**src/cd_pkg.sv**
```systemverilog
// Shared types and constants for the circular deque.
`default_nettype none
package cd_pkg;

   localparam int DEPTH_DEF = 8;
   localparam int MODE_W    = 2;
   localparam int DATA_W    = 32;
   localparam int STAT_W    = 2;
   localparam int OCC_W     = 4;

   typedef enum logic [MODE_W-1:0] {
      MODE_PUSH_FRONT = 2'd0,
      MODE_PUSH_REAR  = 2'd1,
      MODE_POP_FRONT  = 2'd2,
      MODE_POP_REAR   = 2'd3
   } mode_type;

   typedef enum logic [STAT_W-1:0] {
      ST_DONE      = 2'd0,
      ST_OVERFLOW  = 2'd1,
      ST_UNDERFLOW = 2'd2
   } status_type;

   typedef enum logic [1:0] {
      S_IDLE,
      S_READ,
      S_RESP
   } state_type;

   // controller -> datapath
   typedef struct packed {
      logic       push_front;
      logic       push_rear;
      logic       pop_front;
      logic       pop_rear;
      logic       ld_rsp;
      status_type status;
      logic       ld_pop_value;
   } cmd_type;

   // datapath -> controller
   typedef struct packed {
      logic empty;
      logic full;
   } flag_type;

endpackage
`default_nettype wire

```
**src/cd_ram.sv**
```systemverilog
// Generic single-write, single-read RAM with registered read data.
`default_nettype none
module cd_ram #(
   parameter int WIDTH = 32,
   parameter int DEPTH = 8
) (
   input  wire logic                     clock,
   input  wire logic                     wr_en,
   input  wire logic [$clog2(DEPTH)-1:0] wr_addr,
   input  wire logic [WIDTH-1:0]         wr_data,
   input  wire logic                     rd_en,
   input  wire logic [$clog2(DEPTH)-1:0] rd_addr,
   output logic      [WIDTH-1:0]         rd_data
);

   logic [WIDTH-1:0] mem_ff [DEPTH];
   logic [WIDTH-1:0] rd_data_ff;

   always_ff @(posedge clock) begin
      if (wr_en) begin
         mem_ff[wr_addr] <= wr_data;
      end
      if (rd_en) begin
         rd_data_ff <= mem_ff[rd_addr];
      end
   end

   assign rd_data = rd_data_ff;

endmodule
`default_nettype wire

```
**src/cd_ctrl.sv**
```systemverilog
// Request sequencing state machine for the circular deque.
`default_nettype none
module cd_ctrl (
   input  wire logic                        clock,
   input  wire logic                        reset,
   input  wire logic                        req_valid,
   output logic                             req_ready,
   input  wire logic [cd_pkg::MODE_W-1:0]   req_mode,
   output logic                             rsp_valid,
   input  wire logic                        rsp_ready,
   input  wire cd_pkg::flag_type            flags,
   output cd_pkg::cmd_type                  cmd
);
   import cd_pkg::*;

   state_type state_ff;
   state_type state_in;
   mode_type  mode;

   assign mode = mode_type'(req_mode);

   always_ff @(posedge clock) begin
      if (reset) begin
         state_ff <= S_IDLE;
      end else begin
         state_ff <= state_in;
      end
   end

   // next state
   always_comb begin
      state_in = state_ff;
      unique case (state_ff)
         S_IDLE: begin
            if (req_valid) begin
               if ((mode == MODE_POP_FRONT || mode == MODE_POP_REAR) && !flags.empty) begin
                  state_in = S_READ;
               end else begin
                  state_in = S_RESP;
               end
            end
         end
         S_READ: begin
            state_in = S_RESP;
         end
         S_RESP: begin
            if (rsp_ready) begin
               state_in = S_IDLE;
            end
         end
         default: begin
            state_in = S_IDLE;
         end
      endcase
   end

   // outputs
   always_comb begin
      cmd       = '0;
      req_ready = 1'b0;
      rsp_valid = 1'b0;
      unique case (state_ff)
         S_IDLE: begin
            req_ready = 1'b1;
            if (req_valid) begin
               cmd.ld_rsp = 1'b1;
               cmd.status = ST_DONE;
               unique case (mode)
                  MODE_PUSH_FRONT: begin
                     if (flags.full) cmd.status = ST_OVERFLOW;
                     else            cmd.push_front = 1'b1;
                  end
                  MODE_PUSH_REAR: begin
                     if (flags.full) cmd.status = ST_OVERFLOW;
                     else            cmd.push_rear = 1'b1;
                  end
                  MODE_POP_FRONT: begin
                     if (flags.empty) cmd.status = ST_UNDERFLOW;
                     else             cmd.pop_front = 1'b1;
                  end
                  MODE_POP_REAR: begin
                     if (flags.empty) cmd.status = ST_UNDERFLOW;
                     else             cmd.pop_rear = 1'b1;
                  end
                  default: begin
                     cmd.status = ST_DONE;
                  end
               endcase
            end
         end
         S_READ: begin
            cmd.ld_pop_value = 1'b1;
         end
         S_RESP: begin
            rsp_valid = 1'b1;
         end
         default: begin
            cmd = '0;
         end
      endcase
   end

   // the popped word is loaded in the cycle before the response is shown
   assert property (@(posedge clock) disable iff (reset)
      (state_ff == S_READ) |=> (state_ff == S_RESP))
      else $error("read stage not followed by response");

   // a request is only taken while no response is outstanding
   assert property (@(posedge clock) disable iff (reset)
      (req_ready && rsp_valid) == 1'b0)
      else $error("request taken with response pending");

   // a stalled response keeps the controller in place
   assert property (@(posedge clock) disable iff (reset)
      (rsp_valid && !rsp_ready) |=> rsp_valid)
      else $error("response dropped while stalled");

endmodule
`default_nettype wire

```
**src/cd_datapath.sv**
```systemverilog
// Index, count, slot store and response registers of the circular deque.
`default_nettype none
module cd_datapath #(
   parameter int DEPTH = cd_pkg::DEPTH_DEF
) (
   input  wire logic                              clock,
   input  wire logic                              reset,
   input  wire cd_pkg::cmd_type                   cmd,
   output cd_pkg::flag_type                       flags,
   input  wire logic signed [cd_pkg::DATA_W-1:0]  req_value_in,
   output logic        [cd_pkg::STAT_W-1:0]       rsp_status,
   output logic signed [cd_pkg::DATA_W-1:0]       rsp_value_out,
   output logic        [cd_pkg::OCC_W-1:0]        rsp_occupancy
);
   import cd_pkg::*;

   localparam int IDX_W = $clog2(DEPTH);
   localparam int CNT_W = $clog2(DEPTH + 1);
   localparam logic [IDX_W-1:0] LAST_IDX = IDX_W'(DEPTH - 1);

   logic [IDX_W-1:0]  head_ff, head_in;
   logic [IDX_W-1:0]  tail_ff, tail_in;
   logic [CNT_W-1:0]  cnt_ff, cnt_in;
   logic [STAT_W-1:0] status_ff;
   logic [DATA_W-1:0] value_ff;
   logic [OCC_W-1:0]  occ_ff;

   logic              wr_en;
   logic [IDX_W-1:0]  wr_addr;
   logic              rd_en;
   logic [IDX_W-1:0]  rd_addr;
   logic [DATA_W-1:0] rd_data;

   logic [IDX_W-1:0]  head_next, head_prev, tail_next, tail_prev;

   assign head_next = (head_ff == LAST_IDX) ? '0 : head_ff + 1'b1;
   assign head_prev = (head_ff == '0) ? LAST_IDX : head_ff - 1'b1;
   assign tail_next = (tail_ff == LAST_IDX) ? '0 : tail_ff + 1'b1;
   assign tail_prev = (tail_ff == '0) ? LAST_IDX : tail_ff - 1'b1;

   assign flags.empty = (cnt_ff == '0);
   assign flags.full  = (cnt_ff == CNT_W'(DEPTH));

   assign wr_en   = cmd.push_front | cmd.push_rear;
   assign rd_en   = cmd.pop_front | cmd.pop_rear;
   assign rd_addr = cmd.pop_front ? head_ff : tail_ff;

   always_comb begin
      head_in = head_ff;
      tail_in = tail_ff;
      cnt_in  = cnt_ff;
      wr_addr = '0;
      if (wr_en) begin
         cnt_in = cnt_ff + 1'b1;
         priority if (flags.empty) begin
            // first element always lands in slot zero
            head_in = '0;
            tail_in = '0;
            wr_addr = '0;
         end else if (cmd.push_front) begin
            head_in = head_prev;
            wr_addr = head_prev;
         end else begin
            tail_in = tail_next;
            wr_addr = tail_next;
         end
      end else if (rd_en) begin
         cnt_in = cnt_ff - 1'b1;
         priority if (cnt_ff == CNT_W'(1)) begin
            head_in = '0;
            tail_in = '0;
         end else if (cmd.pop_front) begin
            head_in = head_next;
         end else begin
            tail_in = tail_prev;
         end
      end
   end

   always_ff @(posedge clock) begin
      if (reset) begin
         head_ff <= '0;
         tail_ff <= '0;
         cnt_ff  <= '0;
      end else begin
         head_ff <= head_in;
         tail_ff <= tail_in;
         cnt_ff  <= cnt_in;
      end
   end

   always_ff @(posedge clock) begin
      if (cmd.ld_rsp) begin
         status_ff <= cmd.status;
         value_ff  <= '0;
         occ_ff    <= OCC_W'(cnt_in);
      end else if (cmd.ld_pop_value) begin
         value_ff  <= rd_data;
      end
   end

   cd_ram #(
      .WIDTH (DATA_W),
      .DEPTH (DEPTH)
   ) u_slots (
      .clock   (clock),
      .wr_en   (wr_en),
      .wr_addr (wr_addr),
      .wr_data (req_value_in),
      .rd_en   (rd_en),
      .rd_addr (rd_addr),
      .rd_data (rd_data)
   );

   assign rsp_status    = status_ff;
   assign rsp_value_out = value_ff;
   assign rsp_occupancy = occ_ff;

   assert property (@(posedge clock) disable iff (reset)
      cnt_ff <= CNT_W'(DEPTH))
      else $error("element count beyond store depth");

   assert property (@(posedge clock) disable iff (reset)
      (cnt_ff == '0) |-> (head_ff == '0 && tail_ff == '0))
      else $error("indices not parked while empty");

   assert property (@(posedge clock) disable iff (reset)
      (cnt_ff == CNT_W'(1)) |-> (head_ff == tail_ff))
      else $error("single element but front and rear differ");

   assert property (@(posedge clock) disable iff (reset)
      !(wr_en && flags.full) && !(rd_en && flags.empty) && !(wr_en && rd_en))
      else $error("illegal store access issued");

   assert property (@(posedge clock) disable iff (reset)
      wr_en |=> (cnt_ff == $past(cnt_ff) + 1'b1))
      else $error("push did not grow the count");

endmodule
`default_nettype wire

```
**src/circular_deque.sv**
```systemverilog
// Circular deque: top level joining the controller and the datapath.
//
// Double-ended queue of DEPTH signed 32-bit words in a circular slot RAM.
// Request channel (req_valid/req_ready): req_mode selects push front, push
// rear, pop front or pop rear; req_value_in is the word to push.
// Response channel (rsp_valid/rsp_ready): one response per request with
// rsp_status (done, overflow, underflow), rsp_value_out (popped word, else
// zero) and rsp_occupancy (elements held afterwards, low four bits).
// A push or a refused request shows its response the cycle after it is
// taken; a successful pop passes through a read state first, since the
// slot RAM has a registered read port. Only one request is handled at a
// time; a new request is taken the cycle after the response is taken.
// Reset empties the deque and parks both indices at slot zero; slot
// contents are not cleared. While the receiver stalls the response is held
// and no further request is taken.
`default_nettype none
module circular_deque #(
   parameter int DEPTH = cd_pkg::DEPTH_DEF
) (
   input  wire logic                              clock,
   input  wire logic                              reset,
   input  wire logic                              req_valid,
   output logic                                   req_ready,
   input  wire logic        [cd_pkg::MODE_W-1:0]  req_mode,
   input  wire logic signed [cd_pkg::DATA_W-1:0]  req_value_in,
   output logic                                   rsp_valid,
   input  wire logic                              rsp_ready,
   output logic        [cd_pkg::STAT_W-1:0]       rsp_status,
   output logic signed [cd_pkg::DATA_W-1:0]       rsp_value_out,
   output logic        [cd_pkg::OCC_W-1:0]        rsp_occupancy
);
   import cd_pkg::*;

   cmd_type  cmd;
   flag_type flags;

   cd_ctrl u_ctrl (
      .clock     (clock),
      .reset     (reset),
      .req_valid (req_valid),
      .req_ready (req_ready),
      .req_mode  (req_mode),
      .rsp_valid (rsp_valid),
      .rsp_ready (rsp_ready),
      .flags     (flags),
      .cmd       (cmd)
   );

   cd_datapath #(
      .DEPTH (DEPTH)
   ) u_datapath (
      .clock         (clock),
      .reset         (reset),
      .cmd           (cmd),
      .flags         (flags),
      .req_value_in  (req_value_in),
      .rsp_status    (rsp_status),
      .rsp_value_out (rsp_value_out),
      .rsp_occupancy (rsp_occupancy)
   );

endmodule
`default_nettype wire

```
**config.mk**
```make
export PLATFORM = sky130hd
export DESIGN_NAME = circular_deque
export DESIGN_NICKNAME = d
export VERILOG_FILES = /design/src/cd_pkg.sv /design/src/cd_ram.sv /design/src/cd_ctrl.sv /design/src/cd_datapath.sv /design/src/circular_deque.sv
export SDC_FILE = /design/constraint.sdc
export NUM_CORES = 1
export LEC_CHECK = 0
export BUFFER_PORTS_ARGS = -buffer_cell sky130_fd_sc_hd__buf_2
export CORE_ASPECT_RATIO = 0.7
export CORE_MARGIN = 1.5
export CORE_UTILIZATION = 40
export CTS_CLUSTER_SIZE = 10
export DETAILED_ROUTE_END_ITERATION = 7
export PLACE_DENSITY = 0.65
export SYNTH_ARGS = -nofsm -noshare
export SYNTH_HDL_FRONTEND = slang
export SYNTH_SLANG_ARGS = --single-unit
```
**constraint.sdc**
```tcl
create_clock -name clock -period 6.5 [get_ports clock]
set_clock_uncertainty 0.1 [all_clocks]
set_input_delay 0.325 -clock clock [delete_from_list [all_inputs] [get_ports clock]]
set_output_delay 0.325 -clock clock [all_outputs]
set_load 0.02 [all_outputs]
```
==> impl_metrics.env, run 1 <==
export IMPL_critPathTopFamily="buffers and inverters"
export IMPL_max_slew_margin=0.170
export IMPL_cts_htree_levels=2
export IMPL_power_uw=6010
export IMPL_grt_max_degree=114
export IMPL_drc=0
export IMPL_cp_buffers_inverters=2
export IMPL_cts_max_path_buffers=3
export IMPL_area_growth_syn_to_layout_pct=15.8
export IMPL_fin_ws_ps=2840
export IMPL_firstDrtPassIters=5
export IMPL_rsz0062_at_grt="false"
export IMPL_grtUsageTotal=0.193
export IMPL_status="completed"
export IMPL_worst_path_max_fanout=113
export IMPL_async_reset_ff_frac=0
export IMPL_synthFlopType="edfxtp_1"
export IMPL_clkLatencyLatePin_ps=530
export IMPL_cts_tree="yes"
export IMPL_cts_repair_resized=0
export IMPL_first_global_vias=8736
export IMPL_crit_path_end="u_datapath.u_slots.rd_data[14]"
export IMPL_drv_cap=0
export IMPL_ios=78
export IMPL_hold_viol_final=0
export IMPL_cp_end_kind="flip-flop"
export IMPL_p_leak_uw=0.00532
export IMPL_syn_area_um2=13900
export IMPL_worst_r2r_path_depth=8
export IMPL_root_buffer="clkbuf_16"
export IMPL_slew_violations=0
export IMPL_grt_pass1_wl_mm=52.8
export IMPL_yosys_warnings=0
export IMPL_critical_path_class="flip-flop to flip-flop"
export IMPL_rr_startpoint="u_datapath.cnt_ff[0]"
export IMPL_slowest_stage="buf_4"
export IMPL_gp_congestion=0.762
export IMPL_min_period_over_period=0.563
export IMPL_ys_ff_latch=338
export IMPL_die_w_um=226
export IMPL_wire_per_inst_um=23.4
export IMPL_antenna_found_initial=1
export IMPL_place_ws_ps=2880
export IMPL_wl_mm=35.0
export IMPL_numPortBuffers=77
export IMPL_slowest_delay_ps=890
export IMPL_nets=1052
export IMPL_globalRoute_totalOverflow=0
export IMPL_hp_class="input port to flip-flop"
export IMPL_crit_path_start="u_datapath.cnt_ff[0]"
export IMPL_coreArea_um2=33800
export IMPL_dpl_hpwl_mm=17.2
export IMPL_cp_start_kind="flip-flop"
export IMPL_p_per_area_nw_per_um2=374
export IMPL_clock_sinks=338
export IMPL_period_minus_slack_ps=3660
export IMPL_synth_cell_types=58
export IMPL_yosysSeqAreaShare=0.700
export IMPL_cp_arrival_ps=3910
export IMPL_path_depth=8
export IMPL_cts_buffers=39
export IMPL_syn_nets=970
export IMPL_avgViaCountPerCell=5.94
export IMPL_vias=8895
export IMPL_clock_fmax_mhz=273
export IMPL_r2r_slack_ps=2840
export IMPL_cp_data_required_time_ps=6750
export IMPL_die_h_um=159
export IMPL_rows=56
export IMPL_synth_edf_count=294
export IMPL_start_util=0.410
export IMPL_synth_area_per_cell_um2=15.1
export IMPL_reg2reg_to="u_datapath.u_slots.rd_data[14]"
export IMPL_fin_setup_tns_ps=0
export IMPL_ctsHoldBuffers=33
export IMPL_worst_ir_drop_vdd_uv=215
export IMPL_crit_chain="inv_1 -> ha_1 -> or3b_1 -> nand3_4 -> buf_4 -> a32oi_1 -> a221o_1 -> o31ai_1"
export IMPL_worst_pin_slew_ps=1250
export IMPL_hold_depth=3
export IMPL_dieArea_um2=35800
export IMPL_setup_viol=0
export IMPL_drive_above_1_share=0.173
export IMPL_postRouteAntennaNets=0
export IMPL_syn_inst=921
export IMPL_first_iter_violations=909
export IMPL_cts_setup_buffers=0
export IMPL_path_clk_slew_ps=60
[power breakdown]
part / total (uW) / internal (uW) / switching (uW) / leakage (uW)
Combinational: 1380 / 493 / 890 / 0.00176
Sequential: 2660 / 2580 / 77.2 / 0.00302
Clock: 1970 / 1140 / 827 / 0.000535
Total: 6010 / 4210 / 1790 / 0.00532
[cell families after synthesis]
| family | synth area share |
|---|---|
| flops | 0.700 |
| compound gates | 0.188 |
| simple gates | 0.0610 |
| buf+inv | 0.0376 |
| fa+ha+maj | 0.00992 |
| xor+xnor | 0.00253 |
| mux | 0.00144 |
[final cells by class]
cell class	count	area, um^2
clock inverters	2	32.5
diodes	1	2.50
clock buffers	68	1090
fillers	2903	17800
repair buffers	130	866
well taps	464	581
inverters	10	37.5
flip-flops and latches	338	9710
multi-input cells	484	3750
[cell usage in the layout, fill, tap and decap left out, drive strengths merged, types with 2 or more instances in the layout]
cell type    count
inv             10
nor2            17
nand2b           4
nor2b            9
or2              2
and3            67
mux2i            2
clkbuf          68
nand3            3
buf             97
a311oi          33
dfxtp           44
nand2           14
o31ai           35
o21ai           76
a32oi           32
a22o            32
edfxtp         294
nor3b            2
a21oi            9
xnor2            4
clkinv           2
a21o             3
dlygate4sd3     33
a221o           32
a211oi          67
a31oi            3
nor3             7
ha              11
[cell usage after synthesis, drive strengths merged (7+ instances only)]
master  count  area share
edfxtp    294        0.64
a32oi      32       0.020
buf        47       0.024
nor3        7      0.0029
and3       67       0.030
clkbuf     42       0.011
a311oi     33       0.021
a22o       32       0.020
nor2b       9      0.0041
a211oi     67       0.036
o31ai      35       0.025
ha         11      0.0099
nand2      14      0.0040
inv        10      0.0027
dfxtp      44       0.064
o21ai      76       0.027
a21oi       9      0.0032
nor2       17      0.0057
a221o      32       0.023
[layer usage]
layer  share of wire  vias up  wire length, um  GRT usage
li1                -     3977                -          -
met1            0.46     4462            16000      0.285
met2            0.44      400            15400      0.286
met3           0.085       56             2960     0.0426
met4           0.017        0              595     0.0513
met5               0        -                0          0
[tightest hold or removal path: cells and delay by family]
| family | cells | cell delay, ps |
|---|---|---|
| and+or+nand+nor | 1 | 70 |
| AOI/OAI and AO/OA | 1 | 60 |
| buffers and inverters | 1 | 160 |
[per-stage QoR]
stage	util	instance area (um^2)	cells	hold slack, ps
after global routing	0.475	16100	1497	33.4
after detailed placement	0.432	14600	1393	353
after global placement	0.432	14600	1393	356
after floorplan	-	13900	921	324
after CTS	0.475	16100	1496	7.78
final	0.475	16100	1497	28.8
[sequential cells by signal (all words and copies together) (netlist names)]
register	cells
u_datapath.rsp_value_out	32
u_datapath.rsp_occupancy	4
u_datapath.cnt_ff	4
u_datapath.u_slots.mem_ff	256
u_datapath.head_ff	3
u_ctrl.state_ff	2
u_datapath.u_slots.rd_data	32
u_datapath.tail_ff	3
u_datapath.rsp_status	2
[how the worst min path moves through the flow]
| stage | from | slack [ps] | endpoint |
|---|---|---|---|
| after floorplan | req_value_in[0] | 320 | u_datapath.u_slots.mem_ff[0][0] |
| after global placement | u_datapath.rsp_value_out[3] | 360 | u_datapath.rsp_value_out[3] |
| after detailed placement | u_datapath.u_slots.rd_data[12] | 350 | u_datapath.rsp_value_out[12] |
| after CTS | req_valid | 8 | u_ctrl.state_ff[1] |
| after global routing | req_valid | 30 | u_ctrl.state_ff[1] |
| final | req_valid | 30 | u_ctrl.state_ff[1] |
No activity file was read; power rests on OpenSTA's default activity.
==> inputs of run 2 (changes only) <==
--- a/config.mk
+++ b/config.mk
@@ -11,7 +11,7 @@
 export CORE_UTILIZATION = 40
 export CTS_CLUSTER_SIZE = 10
 export DETAILED_ROUTE_END_ITERATION = 7
-export PLACE_DENSITY = 0.65
+export PLACE_DENSITY = 0.67
 export SYNTH_ARGS = -nofsm -noshare
 export SYNTH_HDL_FRONTEND = slang
 export SYNTH_SLANG_ARGS = --single-unit
==> constraint.sdc (replaced) <==
create_clock -name clock -period 3.12 [get_ports clock]
set_clock_uncertainty 0.1 [all_clocks]
set_input_delay 0.156 -clock clock [delete_from_list [all_inputs] [get_ports clock]]
set_output_delay 0.156 -clock clock [all_outputs]
set_load 0.02 [all_outputs]
==> run 2 against run 1 <==
Against the previous run: register-to-register slack worse by 2700 ps; setup slack worse by 2700 ps; combinational power is 120% higher; design area is 2.4% higher; critical path depth stayed put; critical endpoint is now u_datapath.u_slots.rd_data[9]; highest routed layer is now met5.
==> impl_metrics.env, run 2 (same netlist as run 1, synthesis figures left out) <==
export IMPL_ios=78
export IMPL_status="completed"
export IMPL_wire_per_inst_um=22.7
export IMPL_cts_setup_buffers=0
export IMPL_firstDrtPassIters=6
export IMPL_grt_pass1_wl_mm=53.1
export IMPL_rows=56
export IMPL_nets=1074
export IMPL_cts_max_path_buffers=3
export IMPL_cp_data_required_time_ps=3280
export IMPL_antenna_found_initial=3
export IMPL_cts_tree="yes"
export IMPL_p_sw_frac=0.295
export IMPL_dieArea_um2=35800
export IMPL_drive_above_1_share=0.187
export IMPL_drv_cap=0
export IMPL_postRouteAntennaNets=0
export IMPL_postLayoutCellArea_um2=16500
export IMPL_cts_htree_levels=2
export IMPL_first_iter_violations=994
export IMPL_cp_arrival_ps=3160
export IMPL_cts_buffers=39
export IMPL_critical_path_class="flip-flop to flip-flop"
export IMPL_die_h_um=159
export IMPL_top_register="u_datapath.u_slots.mem_ff"
export IMPL_wl_mm=34.6
export IMPL_coreArea_um2=33800
export IMPL_layout_commonest_cell="edfxtp_1"
export IMPL_period_minus_slack_ps=3000
export IMPL_p_per_area_nw_per_um2=774
export IMPL_hp_class="input port to flip-flop"
export IMPL_p_switching_uw=3750
export IMPL_start_util=0.410
export IMPL_fin_util=0.486
export IMPL_clock_fmax_mhz=333
export IMPL_fillers=2877
export IMPL_rsz0062_at_grt="false"
export IMPL_vias=8979
export IMPL_grtUsageTotal=0.192
export IMPL_slew_violations=0
export IMPL_avgViaCountPerCell=5.91
export IMPL_power_uw=12700
export IMPL_worst_ir_drop_vdd_uv=424
export IMPL_cp_end_kind="flip-flop"
export IMPL_gp_congestion=0.766
export IMPL_worst_path_max_fanout=22
export IMPL_max_slew_margin=0.279
export IMPL_dpl_hpwl_mm=18.7
export IMPL_setup_viol=0
export IMPL_clock_sinks=338
export IMPL_min_period_over_period=0.962
export IMPL_worst_pin_slew_ps=1080
export IMPL_detailed_place_area_um2=15000
export IMPL_clkPwrFrac=0.324
export IMPL_slowest_stage="or3b_1"
export IMPL_combPwrFrac=0.241
export IMPL_numPortBuffers=77
export IMPL_grt_max_degree=84
export IMPL_clkLatencyLatePin_ps=530
export IMPL_crit_chain="inv_1 -> ha_1 -> or3b_1 -> and4_4 -> nor2_4 -> buf_12 -> a211oi_1 -> o31ai_2"
export IMPL_cp_start_kind="flip-flop"
export IMPL_root_buffer="clkbuf_16"
export IMPL_largest_register_ffs=256
export IMPL_internal_power_uw=8990
export IMPL_final_cell_mix="edfxtp_1, buf_2, o21ai_0"
export IMPL_path_clk_slew_ps=50
export IMPL_p_leak_uw=0.00550
export IMPL_fin_setup_tns_ps=0
export IMPL_slowest_delay_ps=510
export IMPL_first_global_vias=8785
export IMPL_seqPwrFrac=0.435
export IMPL_globalRoute_totalOverflow=0
export IMPL_die_w_um=226
export IMPL_drc=0
export IMPL_area_growth_syn_to_layout_pct=18.6
export IMPL_hold_viol_final=0
-- run 2: changes by cell type in the layout (fill, tap and decap cells not counted), sizes merged --
| cell | delta |
|---|---|
| buf | +20 |
| clkbuf | +3 |
| clkinv | -2 |
| dlygate4sd3 | +2 |
-- run 2: routing by layer --
layer	vias up	track usage	share of wire
li1	4031	-	-
met4	4	0.0479	0.015
met5	-	0	0.00078
met2	403	0.287	0.44
met3	52	0.0353	0.077
met1	4489	0.289	0.46
-- run 2: cell type report --
cell class / instances / area (um^2) / area share
Inverter: 10 / 37.5 / 0.00228
Sequential cell: 338 / 9710 / 0.590
Multi-Input combinational cell: 484 / 3760 / 0.229
Timing Repair Buffer: 152 / 1220 / 0.0744
Tap cell: 464 / 581 / 0.0353
Clock buffer: 71 / 1140 / 0.0692
Antenna cell: 1 / 2.50 / 0.000152
-- run 2: worst paths after layout --
check,startpoint,cells past startpoint,slack (ps),endpoint
hold / removal,req_mode[1],3,70,u_ctrl.state_ff[0]
setup reg to reg,u_datapath.cnt_ff[0],8,120,u_datapath.u_slots.rd_data[9]
setup / recovery,u_datapath.cnt_ff[0],8,120,u_datapath.u_slots.rd_data[9]
hold reg to reg,u_datapath.u_slots.rd_data[5],1,360,u_datapath.rsp_value_out[5]
-- run 2: stage by stage --
step	std cells	hold WS (ps)	worst slack [ps]
global placement	1413	329	275
floorplan	921	155	-398
finish	1520	65.2	119
CTS	1519	37.1	188
detailed placement	1413	333	206
global route	1520	74.4	19.0
-- run 2: repair_timing --
item	in CTS	in global routing
hold buffers	35	0
endpoints found under the setup margin	0	0
gates resized for setup	0	0
hold endpoints to repair	267	0
-- run 2: critical path: cells and delay by family (launching register included) --
family	cells	cell delay, ps
AOI/OAI and AO/OA	2	590
adders and majority gates	1	290
DFF	1	450
and+or+nand+nor	3	1040
buffers and inverters	2	250
-- run 2: power groups by stage --
stage	sequential, uW	combinational [uW]	clock, uW
2_1_floorplan	5650	2000	0
3_3_place_gp	5610	2940	0
3_5_place_dp	5620	3000	0
4_1_cts	5530	3060	4210
5_1_grt	5560	3320	4420
6_report	5540	3070	4130
